==> config.mk <==
export PLATFORM = sky130hd
export DESIGN_NAME = pcpfl_ctrl
export DESIGN_NICKNAME = d
export VERILOG_FILES = /design/src/design/per_cpu_page_free_list_allocator_defines.svh /design/src/design/pcpfl_pkg.sv /design/src/design/pcpfl_ctrl.sv
export SDC_FILE = /design/constraint.sdc
export NUM_CORES = 1
export LEC_CHECK = 0
export BUFFER_PORTS_ARGS = -buffer_cell sky130_fd_sc_hd__buf_2
export CORE_AREA = 2 2 39 41
export DETAILED_ROUTE_END_ITERATION = 8
export DIE_AREA = 0 0 41 43
export PLACE_DENSITY = 0.32
export SYNTH_ARGS = -nofsm -noshare
export SYNTH_HDL_FRONTEND = slang
export SYNTH_SLANG_ARGS = --single-unit
==> constraint.sdc <==
create_clock -name clock -period 1.8 [get_ports clock]
set_input_delay 0.36 -clock clock [delete_from_list [all_inputs] [get_ports clock]]
set_output_delay 0.36 -clock clock [all_outputs]
set_load 0.005 [all_outputs]
==> src/design/per_cpu_page_free_list_allocator_defines.svh <==
// assertion macros for the per-cpu page free list allocator
// no dependencies; included by files that check their own logic
`ifndef PER_CPU_PAGE_FREE_LIST_ALLOCATOR_DEFINES_SVH
`define PER_CPU_PAGE_FREE_LIST_ALLOCATOR_DEFINES_SVH

`ifndef ASSERT_OFF
// antecedent implies consequent in the same cycle
`define PCPFL_ASSERT_SAME(label, clk, rst, ante, cons) \
   label: assert property (@(posedge clk) disable iff (rst) (ante) |-> (cons)) \
      else $error("assertion failed: same-cycle implication");
// antecedent implies consequent in the next cycle
`define PCPFL_ASSERT_NEXT(label, clk, rst, ante, cons) \
   label: assert property (@(posedge clk) disable iff (rst) (ante) |=> (cons)) \
      else $error("assertion failed: next-cycle implication");
`else
`define PCPFL_ASSERT_SAME(label, clk, rst, ante, cons)
`define PCPFL_ASSERT_NEXT(label, clk, rst, ante, cons)
`endif

`endif

==> src/design/pcpfl_pkg.sv <==
// shared types, constants and helpers of the per-cpu page free list allocator
// no dependencies
package pcpfl_pkg;

   localparam int CPU_COUNT  = 8;
   localparam int PAGE_SHIFT = 12;
   localparam int PAGE_COUNT = 32768;

   localparam int ADDR_W   = 40;
   localparam int CPU_IN_W = 3;
   localparam int CPU_W    = (CPU_COUNT > 1) ? $clog2(CPU_COUNT) : 1;
   localparam int IDX_W    = $clog2(PAGE_COUNT);
   localparam int LINK_W   = IDX_W + 1;
   // page number of the rounded-up base, with room for the carry
   localparam int FIRST_W  = ADDR_W - PAGE_SHIFT + 1;
   localparam int DIFF_W   = FIRST_W + 1;

   // request commands
   localparam logic CMD_FREE  = 1'b0;
   localparam logic CMD_ALLOC = 1'b1;

   // result status codes
   localparam logic [1:0] ST_OK       = 2'd0;
   localparam logic [1:0] ST_BAD_FREE = 2'd1;
   localparam logic [1:0] ST_NO_PAGE  = 2'd2;

   // register indexes
   localparam logic CSR_BASE_ADDR = 1'b0;
   localparam logic CSR_TOP_ADDR  = 1'b1;

   // commands from controller to datapath
   typedef struct packed {
      logic load;   // capture request word
      logic eval;   // address check and list selection
      logic exec;   // push, or pop read of the link memory
      logic link;   // finish the pop with the link read back
   } ctl_cmd_type;

   // status from datapath to controller
   typedef struct packed {
      logic alloc_hit;   // allocate found a non-empty list
   } dp_status_type;

   // cpu number reduced modulo the cpu count
   function automatic logic [CPU_W-1:0] cpu_wrap(input logic [CPU_IN_W-1:0] v);
      logic [6:0] t;
      t = 7'(v);
      for (int i = 0; i < 8; i++) begin
         if (t >= 7'(CPU_COUNT)) begin
            t = t - 7'(CPU_COUNT);
         end
      end
      return t[CPU_W-1:0];
   endfunction

endpackage

==> src/design/pcpfl_ctrl.sv <==
// request sequencer of the per-cpu page free list allocator
// depends on pcpfl_pkg
module pcpfl_ctrl (
   input  logic                    clock,
   input  logic                    reset,
   input  logic                    start,
   input  pcpfl_pkg::dp_status_type dp_status,
   output logic                    busy,
   output pcpfl_pkg::ctl_cmd_type  ctl_cmd
);

   typedef enum logic [1:0] {
      IDLE,
      EVAL,
      EXEC,
      LINK
   } state_type;

   state_type state_ff;
   state_type state_in;
   logic      busy_ff;

   // next state
   always_comb begin
      state_in = state_ff;
      unique case (state_ff)
         IDLE: begin
            if (start) begin
               state_in = EVAL;
            end
         end
         EVAL: state_in = EXEC;
         EXEC: state_in = dp_status.alloc_hit ? LINK : IDLE;
         LINK: state_in = IDLE;
         default: state_in = IDLE;
      endcase
   end

   // state and busy flag
   always_ff @(posedge clock) begin
      if (reset) begin
         state_ff <= IDLE;
         busy_ff  <= 1'b0;
      end else begin
         state_ff <= state_in;
         busy_ff  <= (state_in != IDLE);
      end
   end

   // datapath commands
   always_comb begin
      ctl_cmd.load = (state_ff == IDLE) && start;
      ctl_cmd.eval = (state_ff == EVAL);
      ctl_cmd.exec = (state_ff == EXEC);
      ctl_cmd.link = (state_ff == LINK);
   end

   assign busy = busy_ff;

endmodule

==> impl_metrics.csv, run 1 <==
group,metric,value,unit
clock_tree,ctsResizeCount,0,
clock_tree,cts_root_buffer,"clkbuf_4",
timing,fin_worst_skew,0.000778,ns
timing,fin_setup_tns,0,ns
floorplan,dieWidth,41,um
clock_tree,cts_tree,"done",
outcome,outcome,"completed",
clock_tree,clkSlewWorstSetupHoldPaths,0.03,ns
synth,syn_area_per_cell,9.92,um^2
synth,synth_cells,14,
route,wl,346,um
clock_tree,hold_buffers,0,
final_layout,ff_latch_area,60.1,um^2
synth,synth-seq-cells,3,
worst_setup_path,crit_path_end_kind,"primary output",
min_path,hold_end,"busy$_SDFF_PP0_",
final_layout,nNetsFinal,31,
min_path,hold_depth,2,
timing,finalHoldViolations,0,
clock_tree,htreeDepth,1,
final_layout,final_cell_mix,"buf_2 (8), dfxtp_1 (3), clkbuf_4 (3), a21oi_1 (2)",
min_path,min_from,"reset",
worst_setup_path,cp-startpoint,"state_ff[0]$_SDFF_PP0_",
final_layout,drive_above_1_share,0.538,
placement,gp_congestion,0.535,
worst_setup_path,worstSetupPathType,"reg -> out",
worst_setup_path,startpoint_type,"flip-flop",
route,wl_met2,104,um
timing,rsz0062_at_grt,"false",
synth,syn-cell-area,139,um^2
placement,port_buffers,8,
route,postRouteAntennaNets,0,
synth,synth.distinct_cells,11,
floorplan,core,1380,um^2
synth,synth_nets,18,
timing,tightest_slew,0.210,ns
worst_setup_path,crit_required,1.44,ns
synth,ys_seq_area_frac,0.432,
route,first_pass_iters,2,
clock_tree,clk_path_buf_depth,2,
clock_tree,post_cts_buffers,0,
power_and_ir_drop,finalPower,219,uW
min_path,hold_class,"in -> reg",
timing,final.min_clock_period,1.36,ns
route,drt-vias-per-instance,3.19,
worst_setup_path,r2r-end,"state_ff[0]$_SDFF_PP0_",
timing,post-route-period-util,0.758,
timing,setup_viol,0,
timing,relSlewSlack,0.860,
route,drt-initial-drc-count,1,
final_layout,multiInputGateArea,75.1,um^2
route,maxUsedRoutingLayer,"met3",
power_and_ir_drop,p_leak,0.110,nW
worst_setup_path,worstPathMaxFanout,7,
floorplan,io_pins,9,
timing,slew_viol_final,0,
final_layout,n_fill_cell,158,
route,vias,134,
run,drv_cap,0,
floorplan,die-area,1760,um^2
final_layout,area_growth,62.2,%
synth,yosys_warnings,0,
power_and_ir_drop,peakVddDrop,0.216,mV
route,drc_errors,0,
route,wl_met1,183,um
global_route,grt_pass1_vias,149,
global_route,grt_max_degree,8,
global_route,grt_use_total,0.0541,
clock_tree,cts_made_buffers,3,
floorplan,start_util,0.100,
global_route,overflow,0,
floorplan,die_y,43,um
floorplan,rows,14,
worst_setup_path,reg2regPathDepth,2,
worst_setup_path,ff2ff_setup_slack,0.96,ns
worst_setup_path,r2r-start,"state_ff[1]$_SDFF_PP0_",
global_route,grt_pass1_wl,586,um
final_layout,layout_commonest_cell,"buf_2",
worst_setup_path,cp.arrival,1.00,ns
clock_tree,clk_latency,0.23,ns
global_route,antenna_found_initial,0,
clock_tree,clock-sinks,3,
route,wl_per_cell,8.24,um
power_and_ir_drop,power.density,972,nW/um^2
route,wl_met3,57,um
timing,max_freq,733,MHz
final_layout,num_antenna_cells,0,
[synthesized netlist by cell type (all sizes together)]
master,n,area share
nand3b,1,0.054
nand2b,1,0.045
dfxtp,3,0.43
o21bai,1,0.054
and2b,1,0.063
a21oi,2,0.072
mux2i,1,0.072
inv,1,0.027
and2,1,0.054
nor3,1,0.072
nor3b,1,0.054
[through the flow]
stage	util	instances	hold slack [ns]	setup WS (ns)	cell area, um^2
2_1_floorplan	-	14	0.429	0.824	139
3_3_place_gp	0.144	38	0.517	0.685	199
3_5_place_dp	0.144	38	0.540	0.658	199
4_1_cts	0.163	42	0.325	0.428	225
5_1_grt	0.163	42	0.335	0.365	225
6_report	0.163	42	0.337	0.436	225
[worst max-delay path by stage]
stage | endpoint | slack (ns)
6_report | ctl_cmd[1] | 0.44
5_1_grt | ctl_cmd[1] | 0.36
4_1_cts | ctl_cmd[1] | 0.43
3_5_place_dp | ctl_cmd[3] | 0.66
3_3_place_gp | ctl_cmd[3] | 0.68
2_1_floorplan | ctl_cmd[1] | 0.82
[routing by layer]
metal / vias to the layer above / GRT usage
met5: - / 0
met4: 0 / 0.0600
met3: 0 / 0.0314
met2: 9 / 0.0563
met1: 53 / 0.0671
li1: 72 / -
[kinds of logic (layout without fill, tap and decap cells)]
group / Yosys count / after routing / share of synthesized area
buffers and inverters: 1 / 13 / 0.0270
and+or+nand+nor: 6 / 6 / 0.342
muxes: 1 / 1 / 0.0721
DFF: 3 / 3 / 0.432
AOI/OAI and AO/OA: 3 / 3 / 0.126
[final cells by class]
type / count / share of cell area
Clock buffer: 4 / 0.117
Timing Repair Buffer: 8 / 0.178
Multi-Input combinational cell: 10 / 0.333
Sequential cell: 3 / 0.267
Inverter: 1 / 0.0167
Tap cell: 16 / 0.0889
[where the power goes]
group / internal [mW] / switching, mW
Clock: 0.0829 / 0.0322
Combinational: 0.0150 / 0.0114
Sequential: 0.0719 / 0.00536
[flip-flops by register name, summed over array words and instances (netlist names)]
register and count:
busy 1, state_ff 2
[critical path: stages (launching register included)]
cell and delay (ns):
dfxtp_1 0.42, and2b_2 0.24, buf_2 0.12
No activity file was read; power rests on OpenSTA's default activity.
==> run 2, diff against run 1 <==
ABC_AREA = 1   (was unset)
clock period = 1.4 ns   (was 1.8 ns; I/O delays follow)
==> run 2 against run 1 <==
Against the previous run: area after synthesis shrank 4.5%; clock-buffer cell count unchanged; synthesized cell count up 57%; critical path depth up 2; worst setup slack worse by 0.20 ns.
==> impl_metrics.csv, run 2 <==
group,metric,value,unit
outcome,outcome,"completed",
run,drv_cap,0,
worst_setup_path,critPathSlowestCell,"dfxtp_1",
synth,synth_edf_count,0,
global_route,antenna_found_initial,0,
worst_setup_path,cpPeakStageDelay,0.36,ns
worst_setup_path,path_delay_family,"flip-flops",
clock_tree,cts_root_buffer,"clkbuf_4",
floorplan,io_pins,9,
final_layout,regMostFlops,"state_ff",
clock_tree,clkSlewWorstSetupHoldPaths,0.04,ns
route,first_pass_iters,1,
worst_setup_path,worstPathMaxFanout,4,
clock_tree,hold_buffers,0,
synth,ys_top_cells_by_area,"dfxtp_1 (45%), inv_1 (23%), nand2_1 (23%)",
worst_setup_path,cp.arrival,0.89,ns
clock_tree,cts_tree,"done",
timing,rsz0062_at_grt,"false",
worst_setup_path,crit_required,1.12,ns
clock_tree,clk_latency,0.23,ns
placement,port_buffers,8,
worst_setup_path,cp_common_cell,"inv_1",
global_route,overflow,0,
clock_tree,post_cts_buffers,0,
floorplan,rows,14,
synth,synth.distinct_cells,5,
timing,setup_viol,0,
timing,final.min_clock_period,1.17,ns
timing,tightest_slew,0.151,ns
worst_setup_path,path_cells,"inv_1 > nand2_1 > inv_1 > buf_2",
global_route,grt_use_total,0.0492,
timing,fin_setup_tns,0,ns
synth,syn-cell-area,133,um^2
final_layout,nNetsFinal,39,
clock_tree,clk_path_buf_depth,2,
timing,post-route-period-util,0.834,
worst_setup_path,startpoint_type,"flip-flop",
clock_tree,ctsResizeCount,0,
synth,synth_cells,22,
power_and_ir_drop,finalPower,284,uW
final_layout,area_growth,65.1,%
final_layout,num_antenna_cells,0,
worst_setup_path,crit_path_end_kind,"primary output",
timing,whs,0.313,ns
synth,yosysTopAreaCell,"dfxtp_1",
worst_setup_path,cp_num_buf_inv,3,
timing,relSlewSlack,0.899,
route,drc_errors,0,
final_layout,largest_reg_flops,2,
clock_tree,cts_made_buffers,3,
worst_setup_path,r2r-start,"state_ff[0]$_SDFF_PP0_",
synth,yosysTopAreaCellShare,0.453,
route,wl,299,um
floorplan,start_util,0.0958,
route,postRouteAntennaNets,0,
global_route,grt_max_degree,6,
timing,finalHoldViolations,0,
synth,synth-seq-cells,3,
clock_tree,htreeDepth,1,
timing,fin_worst_skew,0.00200,ns
route,drt-vias-per-instance,2.92,
floorplan,die-area,1760,um^2
final_layout,n_fill_cell,167,
placement,dp_hpwl,231,um
timing,max_freq,857,MHz
clock_tree,clock-sinks,3,
route,vias,146,
min_path,min_from,"reset",
synth,ys_seq_area_frac,0.453,
timing,slew_viol_final,0,
global_route,grt_pass1_vias,130,
worst_setup_path,cp-startpoint,"state_ff[1]$_SDFF_PP0_",
synth,yosys_warnings,0,
final_layout,final_cell_mix,"inv_1 (8), nand2_1 (8), buf_2 (8), dfxtp_1 (3), clkbuf_4 (3)",
power_and_ir_drop,p_leak,0.158,nW
synth,synth_nets,26,
synth,ys_top_cells_by_count,"inv_1 (8), nand2_1 (8), dfxtp_1 (3), nor2_1 (2), nand3_1 (1)",
synth,synthFlopType,"dfxtp_1",
route,wl_per_cell,5.98,um
final_layout,drive_above_1_share,0.324,
floorplan,core,1380,um^2
worst_setup_path,worstSetupPathType,"reg -> out",
synth,syn_area_per_cell,6.03,um^2
global_route,grt_pass1_wl,489,um
power_and_ir_drop,peakVddDrop,0.537,mV
power_and_ir_drop,power.density,1300,nW/um^2
min_path,hold_class,"in -> reg",
route,drt-initial-drc-count,0,
floorplan,die_y,43,um
synth,synthArstFlopShare,0,
floorplan,dieWidth,41,um
placement,gp_congestion,0.538,
## run 2: cell count changes after synthesis, moves of 2 or more
| cell | change |
|---|---|
| a21oi_1 | -2 |
| inv_1 | +7 |
| nand2_1 | +8 |
| nor2_1 | +2 |
## run 2: logic make-up (layout without fill, tap and decap cells)
family | after synthesis | after routing | share of synthesized area
and+or+nand+nor | 11 | 11 | 0.321
buffers and inverters | 8 | 20 | 0.226
DFF | 3 | 3 | 0.453
## run 2: routing by layer
metal	up-vias	GRT usage	part of all wire
met3	0	0.0628	0.13
met5	-	0	0
met1	54	0.0516	0.52
met4	0	0.0400	0
met2	8	0.0469	0.35
li1	84	-	-
## run 2: worst paths after layout
kind | endpoint | slack, ns | cells past startpoint
worst max-delay path | ctl_cmd[2] | 0.23 | 4
worst min-delay path | state_ff[0]$_SDFF_PP0_ | 0.31 | 4
worst max register to register | busy$_SDFF_PP0_ | 0.59 | 5
worst min register to register | state_ff[1]$_SDFF_PP0_ | 0.64 | 4
## run 2: cell type report
class / instances / area, um^2 / share of cell area
Timing Repair Buffer: 8 / 40.0 / 0.183
Multi-Input combinational cell: 11 / 42.5 / 0.194
Sequential cell: 3 / 60.1 / 0.274
Clock buffer: 4 / 26.3 / 0.120
Tap cell: 16 / 20.0 / 0.0914
Inverter: 8 / 30.0 / 0.137
## run 2: worst reg2reg max path, stage by stage, from the launching register on
cell and delay (ns):
dfxtp_1 0.38, inv_1 0.05, nand3_1 0.08, nand2_1 0.06, nand2_1 0.07, nand2_1 0.05
## run 2: power breakdown
part	switching [mW]	internal (mW)	total [mW]
sequential	0.00538	0.0938	0.0992
clock	0.0438	0.107	0.150
combinational	0.0173	0.0168	0.0341
total	0.0665	0.217	0.284
## run 2: through the flow
step / instances / setup slack, ns / utilization / cell area [um^2]
after floorplan: 22 / 0.602 / - / 133
after detailed placement: 46 / 0.458 / 0.139 / 193
after global routing: 50 / 0.141 / 0.158 / 219
after global placement: 46 / 0.459 / 0.139 / 193
after CTS: 50 / 0.202 / 0.158 / 219
final: 50 / 0.233 / 0.158 / 219
==> run 3, diff against run 2 <==
clock period = 1.22 ns   (was 1.4 ns; I/O delays follow)
==> run 3 against run 2 <==
Against the previous run: first-iteration DRC count did not move; via count stayed put; clock skew unchanged; global-route usage unchanged; critical path type unchanged; flip-flop and latch count unchanged; core utilization grew 0.090 points; clock-buffer cell count unchanged.
==> impl_metrics.csv, run 3 (synthesized netlist as in run 2, its figures left out) <==
group,metric,value,unit
outcome,outcome,"completed",
final_layout,final_cell_mix,"inv_1 (8), nand2_1 (8), buf_2 (8), clkbuf_4 (3)",
clock_tree,clk_latency,0.23,ns
final_layout,drive_above_1_share,0.353,
route,wl_per_cell,5.98,um
worst_setup_path,cpPeakStageDelay,0.38,ns
floorplan,dieWidth,41,um
route,postRouteAntennaNets,0,
floorplan,die-area,1760,um^2
floorplan,start_util,0.0958,
timing,final.min_clock_period,1.13,ns
clock_tree,cts_root_buffer,"clkbuf_4",
clock_tree,clk_path_buf_depth,2,
timing,setup_viol,0,
route,drt-vias-per-instance,2.92,
route,drc_errors,0,
timing,tightest_slew,0.151,ns
clock_tree,clkSlewWorstSetupHoldPaths,0.04,ns
placement,dp_hpwl,231,um
floorplan,rows,14,
power_and_ir_drop,power.density,1480,nW/um^2
route,first_pass_iters,1,
clock_tree,clock-sinks,3,
worst_setup_path,crit_required,0.98,ns
min_path,hold_end,"state_ff[1]$_SDFF_PP0_",
worst_setup_path,worstSetupPathType,"reg -> out",
min_path,hold_class,"in -> reg",
route,wl,299,um
worst_setup_path,crit_path_end_kind,"primary output",
timing,relSlewSlack,0.899,
route,drt-initial-drc-count,0,
timing,post-route-period-util,0.923,
route,vias,146,
worst_setup_path,critPathSlowestCell,"dfxtp_1",
worst_setup_path,reg2regPathDepth,5,
clock_tree,hold_buffers,0,
final_layout,area_growth,66.0,%
run,drv_cap,0,
floorplan,io_pins,9,
clock_tree,htreeDepth,1,
clock_tree,cts_made_buffers,3,
timing,rsz0062_at_grt,"false",
power_and_ir_drop,p_leak,0.159,nW
timing,max_freq,888,MHz
timing,fin_worst_skew,0.00200,ns
final_layout,regMostFlops,"state_ff",
final_layout,num_antenna_cells,0,
worst_setup_path,worstSetupPathDepth,4,
worst_setup_path,startpoint_type,"flip-flop",
placement,port_buffers,8,
global_route,grt_pass1_wl,489,um
clock_tree,cts_tree,"done",
worst_setup_path,r2r-end,"busy$_SDFF_PP0_",
global_route,grt_pass1_vias,130,
placement,gp_congestion,0.538,
global_route,antenna_found_initial,0,
worst_setup_path,cp.arrival,0.88,ns
timing,fin_setup_tns,0,ns
final_layout,nNetsFinal,39,
global_route,grt_use_total,0.0492,
worst_setup_path,r2r-start,"state_ff[0]$_SDFF_PP0_",
worst_setup_path,path_cells,"nor2_1 > nand2_1 > inv_1 > buf_2",
timing,slew_viol_final,0,
worst_setup_path,path_delay_family,"flip-flops",
final_layout,finalNonFillerCells,50,
timing,finalHoldViolations,0,
global_route,grt_max_degree,6,
floorplan,core,1380,um^2
placement,placed_cells,46,
floorplan,die_y,43,um
power_and_ir_drop,peakVddDrop,0.623,mV
global_route,overflow,0,
min_path,hold_depth,4,
worst_setup_path,worstPathMaxFanout,5,
final_layout,largest_reg_flops,2,
min_path,min_from,"reset",
worst_setup_path,ff2ff_setup_slack,0.41,ns
worst_setup_path,cp_num_buf_inv,2,
==> run 3: tightest hold or removal path: cells and delay by family <==
family                 cells  cell delay [ns]
buffers and inverters      3             0.15
and+or+nand+nor            1             0.07
==> run 3: final cells by class <==
| type | instances | area (um^2) |
|---|---|---|
| timing repair buffer | 8 | 40.0 |
| fill | 166 | 1160 |
| tap | 16 | 20.0 |
| clock buffer | 4 | 26.3 |
| inverter | 8 | 30.0 |
| sequential | 3 | 61.3 |
| multi-input combinational | 11 | 42.5 |
==> run 3: how the worst max path moves through the flow <==
| stage | to | from | slack, ns |
|---|---|---|---|
| after floorplan | ctl_cmd[3] | state_ff[1]$_SDFF_PP0_ | 0.46 |
| after global placement | ctl_cmd[2] | state_ff[1]$_SDFF_PP0_ | 0.32 |
| after detailed placement | ctl_cmd[2] | state_ff[1]$_SDFF_PP0_ | 0.31 |
| after CTS | ctl_cmd[2] | state_ff[1]$_SDFF_PP0_ | 0.06 |
| after global routing | ctl_cmd[3] | state_ff[0]$_SDFF_PP0_ | 0.008 |
| final | ctl_cmd[3] | state_ff[0]$_SDFF_PP0_ | 0.09 |
==> run 3: per-stage QoR <==
step	setup WS, ns	utilization	total power [mW]	hold WS [ns]	cell area [um^2]
final	0.0938	0.159	0.326	0.271	220
after floorplan	0.458	-	0.136	0.418	133
after CTS	0.0585	0.158	0.339	0.270	219
after global placement	0.315	0.139	0.157	0.523	193
after detailed placement	0.314	0.139	0.156	0.521	193
after global routing	0.00845	0.159	0.359	0.294	220
==> run 3: repair_timing <==
action	in CTS	in global routing
setup endpoints to repair	0	1
gates resized for setup	0	1
setup buffers	0	0
==> run 3: metal layers <==
metal / wire length [um] / GRT usage
met4: 0 / 0.0400
met1: 154 / 0.0516
met2: 105 / 0.0469
met5: 0 / 0
met3: 39 / 0.0628
==> run 3: power by group <==
part           switching [mW]  internal (mW)  leakage [nW]
Clock                  0.0502          0.122        0.0150
Combinational          0.0199         0.0193         0.119
Sequential            0.00618          0.108        0.0252
Total                  0.0763          0.250         0.159
